### config.mk
export PLATFORM = sky130hd
export DESIGN_NAME = iban_fin_flat
export DESIGN_NICKNAME = d
export VERILOG_FILES = /design/src/iban_pkg.sv /design/src/iban_res_if.sv /design/src/iban_fin.sv /design/src/flat_wrapper.sv
export SDC_FILE = /design/constraint.sdc
export NUM_CORES = 1
export LEC_CHECK = 0
export BUFFER_PORTS_ARGS = -buffer_cell sky130_fd_sc_hd__buf_2
export CAP_MARGIN = 20
export CORE_MARGIN = 10
export CORE_UTILIZATION = 55
export DETAILED_ROUTE_END_ITERATION = 10
export GPL_TIMING_DRIVEN = 0
export PLACE_DENSITY = 0.72
export SYNTH_ARGS = -nofsm -noshare
export SYNTH_HDL_FRONTEND = slang
export SYNTH_SLANG_ARGS = --single-unit
### constraint.sdc
create_clock -name clk -period 16.5 [get_ports clk]
set_clock_uncertainty 0.05 [all_clocks]
set_input_delay 1.65 -clock clk [delete_from_list [all_inputs] [get_ports clk]]
set_output_delay 1.65 -clock clk [all_outputs]
set_load 0.02 [all_outputs]
### src/iban_pkg.sv
// shared types, constants and the mod-97 fold function of the account-number checker
package iban_pkg;

	// longest string that is counted, and counter width
	localparam int MAX_LEN    = 34;
	localparam int CNT_W      = 6;
	localparam int PREFIX_LEN = 4;
	localparam int REM_W      = 7;
	localparam int VAL_W      = 6;
	localparam int MOD_BASE   = 97;

	// verdict codes
	localparam logic [1:0] VERDICT_OK  = 2'd0;
	localparam logic [1:0] VERDICT_SUM = 2'd1;
	localparam logic [1:0] VERDICT_FMT = 2'd2;

	// (10 * r) mod 97 for r in 0..96
	localparam logic [REM_W-1:0] MUL10_MOD [0:MOD_BASE-1] = '{
		7'd0,  7'd10, 7'd20, 7'd30, 7'd40, 7'd50, 7'd60, 7'd70, 7'd80, 7'd90,
		7'd3,  7'd13, 7'd23, 7'd33, 7'd43, 7'd53, 7'd63, 7'd73, 7'd83, 7'd93,
		7'd6,  7'd16, 7'd26, 7'd36, 7'd46, 7'd56, 7'd66, 7'd76, 7'd86, 7'd96,
		7'd9,  7'd19, 7'd29, 7'd39, 7'd49, 7'd59, 7'd69, 7'd79, 7'd89, 7'd2,
		7'd12, 7'd22, 7'd32, 7'd42, 7'd52, 7'd62, 7'd72, 7'd82, 7'd92, 7'd5,
		7'd15, 7'd25, 7'd35, 7'd45, 7'd55, 7'd65, 7'd75, 7'd85, 7'd95, 7'd8,
		7'd18, 7'd28, 7'd38, 7'd48, 7'd58, 7'd68, 7'd78, 7'd88, 7'd1,  7'd11,
		7'd21, 7'd31, 7'd41, 7'd51, 7'd61, 7'd71, 7'd81, 7'd91, 7'd4,  7'd14,
		7'd24, 7'd34, 7'd44, 7'd54, 7'd64, 7'd74, 7'd84, 7'd94, 7'd7,  7'd17,
		7'd27, 7'd37, 7'd47, 7'd57, 7'd67, 7'd77, 7'd87
	};

	// one classified character between front and back
	typedef struct packed {
		logic             last;
		logic             is_space;
		logic             is_digit;
		logic             is_letter;
		logic [VAL_W-1:0] val;
	} cls_t;

	// one finished string handed to the finishing pipeline
	typedef struct packed {
		logic [PREFIX_LEN-1:0][VAL_W-1:0] held;
		logic [REM_W-1:0]                 rem;
		logic                             bad;
	} fin_t;

	// fold one value 0..35 into a remainder: digits shift by 10, letters by 100
	function automatic logic [REM_W-1:0] fold(input logic [REM_W-1:0] r,
			input logic [VAL_W-1:0] v);
		logic [REM_W-1:0] t;
		logic [8:0]       m;
		logic [7:0]       s;
		// 100 mod 97 is 3
		m = {2'b00, r} * 9'd3;
		if (v < VAL_W'(10)) begin
			t = MUL10_MOD[r];
		end else if (m >= 9'd194) begin
			t = REM_W'(m - 9'd194);
		end else if (m >= 9'd97) begin
			t = REM_W'(m - 9'd97);
		end else begin
			t = m[REM_W-1:0];
		end
		s = {1'b0, t} + {2'b00, v};
		if (s >= 8'd97) begin
			s = s - 8'd97;
		end
		return s[REM_W-1:0];
	endfunction

endpackage

### src/iban_res_if.sv
// result channel: one verdict and remainder per beat
interface iban_res_if;
	logic       valid;
	logic       ready;
	logic [1:0] verdict;
	logic [6:0] remainder;

	modport source (output valid, output verdict, output remainder, input ready);
	modport sink   (input valid, input verdict, input remainder, output ready);
endinterface

### src/iban_fin.sv
// finishing pipeline: folds the four held characters and forms the verdict
module iban_fin
	import iban_pkg::*;
(
	input  logic     clk,
	input  logic     arst_n,
	input  logic     fin_valid,
	output logic     fin_ready,
	input  fin_t     fin_data,
	iban_res_if.source results
);

	logic v_s1, v_s2, v_s3, v_s4, v_s5;
	logic en_s1, en_s2, en_s3, en_s4, en_s5;
	fin_t d_s1, d_s2, d_s3, d_s4;
	logic [REM_W-1:0] rem_last;
	logic [1:0]       verdict_s5;
	logic [REM_W-1:0] rem_s5;

	// stage enables, back to front
	assign en_s5     = !v_s5 || results.ready;
	assign en_s4     = !v_s4 || en_s5;
	assign en_s3     = !v_s3 || en_s4;
	assign en_s2     = !v_s2 || en_s3;
	assign en_s1     = !v_s1 || en_s2;
	assign fin_ready = en_s1;

	assign rem_last = fold(d_s4.rem, d_s4.held[3]);

	// stage data: stage 1 captures, each later stage folds in one prefix character
	always_ff @(posedge clk) begin
		if (en_s1) begin
			d_s1 <= fin_data;
		end
		if (en_s2) begin
			d_s2.held <= d_s1.held;
			d_s2.rem  <= fold(d_s1.rem, d_s1.held[0]);
			d_s2.bad  <= d_s1.bad;
		end
		if (en_s3) begin
			d_s3.held <= d_s2.held;
			d_s3.rem  <= fold(d_s2.rem, d_s2.held[1]);
			d_s3.bad  <= d_s2.bad;
		end
		if (en_s4) begin
			d_s4.held <= d_s3.held;
			d_s4.rem  <= fold(d_s3.rem, d_s3.held[2]);
			d_s4.bad  <= d_s3.bad;
		end
		if (en_s5) begin
			if (d_s4.bad) begin
				verdict_s5 <= VERDICT_FMT;
				rem_s5     <= '0;
			end else begin
				verdict_s5 <= (rem_last == REM_W'(1)) ? VERDICT_OK : VERDICT_SUM;
				rem_s5     <= rem_last;
			end
		end
	end

	// stage valid bits
	always_ff @(posedge clk or negedge arst_n) begin
		if (!arst_n) begin
			v_s1 <= 1'b0;
			v_s2 <= 1'b0;
			v_s3 <= 1'b0;
			v_s4 <= 1'b0;
			v_s5 <= 1'b0;
		end else begin
			if (en_s1) v_s1 <= fin_valid;
			if (en_s2) v_s2 <= v_s1;
			if (en_s3) v_s3 <= v_s2;
			if (en_s4) v_s4 <= v_s3;
			if (en_s5) v_s5 <= v_s4;
		end
	end

	assign results.valid     = v_s5;
	assign results.verdict   = verdict_s5;
	assign results.remainder = rem_s5;

endmodule

### src/flat_wrapper.sv
// flat-port wrapper written by rule: the top's interface ports become plain ports
module iban_fin_flat import iban_pkg::*;
  (clk, arst_n, fin_valid, fin_ready, fin_data, results_valid, results_verdict, results_remainder, results_ready);
  iban_res_if results_i ();
  input  logic clk;
  input  logic arst_n;
  input  logic fin_valid;
  output logic fin_ready;
  input  fin_t fin_data;
  output wire logic [$bits(results_i.valid)-1:0] results_valid;
  output wire logic [$bits(results_i.verdict)-1:0] results_verdict;
  output wire logic [$bits(results_i.remainder)-1:0] results_remainder;
  input wire logic [$bits(results_i.ready)-1:0] results_ready;
  assign results_valid = results_i.valid;
  assign results_verdict = results_i.verdict;
  assign results_remainder = results_i.remainder;
  assign results_i.ready = results_ready;
  iban_fin u_core (.clk(clk), .arst_n(arst_n), .fin_valid(fin_valid), .fin_ready(fin_ready), .fin_data(fin_data), .results(results_i));
endmodule
==> impl_metrics.ini <==
[run_status]
status = complete, no violations

[final_layout]
final_util = 0.606
area_growth_pct = 8.05
final_cell_mix = 109 x nand2_1, 109 x a21oi_1, 107 x nor2_1, 107 x ha_1, 101 x edfxtp_1
drive_above_1_share = 0.0835
diodes = 0
nFillCells = 1745
nNetsFinal = 1547
final_cell_count_no_fill = 1671

[detailed_routing]
viasPerCell = 6.11
drt-total-wl_um = 28200
wire_per_inst_um = 16.9
initialDrtViolationCount = 888
firstDrtPassIters = 6
drc = 0
vias = 10214
ant_nets = 0

[floorplan]
row_count = 52
die_w_um = 164
io_pins = 47
design.die.area_um2 = 26900
fp.coreArea_um2 = 20400
die_y_um = 164
start_util = 0.561

[critical_path]
rr_worst_depth = 27
startpoint = u_core.d_s2[1]
cp.depth = 27
cpLargestDelayFamily = compound AO/OA/AOI/OAI gates
regToRegEndpoint = u_core.d_s3[4]
critPathMaxStageDelay_ns = 0.46
cp.required_ns = 16.54
crit_type = reg2reg
r2r_start = u_core.d_s2[1]
arrival_ns = 6.85
worstSetupStartpointType = register
crit_buf_inv = 6
critPathCaptureType = register
worst-r2r-setup-slack_ns = 9.69
crit_fanout = 10
cp_common_cell = inv_1
cp-endpoint = u_core.d_s3[4]
cp_slowest_cell = edfxtp_1

[sta]
relSlewSlack = 0.301
setup_tns_ns = 0
tightest_slew_ns = 1.05
finalCritPeriodShare = 0.413
finalHoldViolations = 0
setup_viol = 0
rsz0062_at_grt = no
fmax_mhz = 147
fin_ws_ns = 9.69
slew_viol_final = 0
fin_crit_ns = 6.81

[cts]
cts_buffers = 9
post_cts_resized = 0
clock-sinks = 106
root_buffer = clkbuf_16
clockBufferDepth = 2
cts_hold_buf = 0
insertion_delay_ns = 0.37
tritoncts = done
cts_setup_buffers = 0
cts_max_level = 3
path_clk_slew_ns = 0.07

[worst_hold_path]
hold_path_class = reg2reg
min_path_cells = 0
min-delay-start = u_core.d_s2[22]

[global_routing]
antenna_found_initial = 0
grt_max_degree = 35
grt-ovfl-total = 0
grt_pass1_wl_um = 46300
grt_usage = 0.204
grt_pass1_vias = 9431

[yosys]
synth_edf_count = 101
yosysSeqAreaShare = 0.276
async_flop_share = 0.0472
ys_seq_elements = 106
ys_warn_count = 0
synth.avg_cell_area_um2 = 8.55
syn-cell-area_um2 = 11400
synthesis.instances = 1337
syn_nets = 1488
yosysUniqueCellTypes = 95
yosys_most_used_dff = edfxtp_1

[place]
post-place-ws_ns = 9.75
dp_hpwl_um = 21300
gp_congestion = 0.925
port_buffers = 46
dpl.cell_count = 1655

[job]
maxCapViolCount = 0
state kept, by name, indices dropped and copies added, names as in the netlist:
register and count:
u_core.d_s1 32, u_core.d_s2 26, u_core.d_s3 20, u_core.d_s4 14
u_core.results.remainder 7, u_core.results.valid 1, u_core.results.verdict 2, u_core.v_s1 1
u_core.v_s2 1, u_core.v_s3 1, u_core.v_s4 1
metrics by stage:
step	instance area [um2]	hold slack, ns
final	12300	0.373
after global routing	12300	0.379
after CTS	12300	0.373
after detailed placement	12000	0.355
after global placement	12000	0.350
after floorplan	11400	0.350
final cells by class:
cell class                      instances  area (um2)  share of cell area
Clock inverter                          7        93.8             0.00760
Tap cell                              270         338              0.0274
Buffer                                 77         317              0.0256
Inverter                               85         319              0.0258
Clock buffer                            9         225              0.0182
Sequential cell                       106        3160               0.256
Timing Repair Buffer                   48         260              0.0211
Multi-Input combinational cell       1069        7630               0.618
synthesized netlist by cell type (5+ instances only):
library cell / n / area (um2)
xnor2_1: 68 / 596
fa_1: 8 / 160
clkbuf_1: 54 / 203
o22ai_1: 17 / 106
mux2_2: 6 / 67.6
a21oi_1: 109 / 546
o311ai_0: 8 / 70.1
a21o_1: 19 / 143
o31ai_1: 11 / 82.6
a211o_1: 6 / 52.6
o211a_1: 5 / 50.1
ha_1: 107 / 1340
nor2b_1: 14 / 87.6
o21ai_0: 99 / 495
and3_1: 5 / 31.3
nor2_1: 107 / 402
a311oi_1: 5 / 43.8
a31oi_1: 12 / 75.1
nand3b_1: 5 / 37.5
nor3_1: 34 / 170
nand2_1: 110 / 413
mux2i_1: 33 / 330
nand4_1: 5 / 31.3
o211ai_1: 18 / 135
and2_1: 11 / 68.8
edfxtp_1: 101 / 3030
o221ai_1: 5 / 43.8
dfrtp_1: 5 / 125
nand2b_1: 21 / 131
a31oi_4: 5 / 106
a22oi_1: 5 / 37.5
or2_2: 5 / 31.3
buf_1: 16 / 60.1
a211oi_1: 32 / 240
xor2_1: 26 / 228
clkinv_1: 5 / 18.8
o21bai_1: 9 / 67.6
inv_1: 77 / 289
nor3b_1: 8 / 60.1
o21a_1: 7 / 52.6
nand3_1: 25 / 125
a221oi_1: 13 / 114
worst min-delay path by stage:
stage / end
2_1_floorplan: u_core.d_s2[0]
3_3_place_gp: u_core.d_s3[29]
3_5_place_dp: u_core.d_s3[31]
4_1_cts: u_core.d_s2[16]
5_1_grt: u_core.d_s4[0]
6_report: u_core.d_s3[22]
per-layer routing:
layer / wire length (um) / part of all wire / up-vias / GRT usage
li1: - / - / 5059 / -
met1: 13100 / 0.47 / 4789 / 0.281
met2: 13200 / 0.47 / 330 / 0.332
met3: 1480 / 0.052 / 36 / 0.0198
met4: 423 / 0.015 / 0 / 0.0597
met5: 0 / 0 / - / 0
cells by family (layout without fill, tap and decap cells):
| logic type | count (synthesis) | count (layout) | synth area share |
|---|---|---|---|
| AOI/OAI and AO/OA | 443 | 443 | 0.266 |
| DFF | 106 | 106 | 0.276 |
| and+or+nand+nor | 370 | 370 | 0.154 |
| muxes | 44 | 44 | 0.0425 |
| xor gates and xnor gates | 95 | 95 | 0.0735 |
| buffers and inverters | 162 | 226 | 0.0556 |
| adders and majority gates | 117 | 117 | 0.133 |
Power is left out: the tool's default activity adds up to more than one toggle a clock period on the data nets, which glitch-free logic cannot reach.
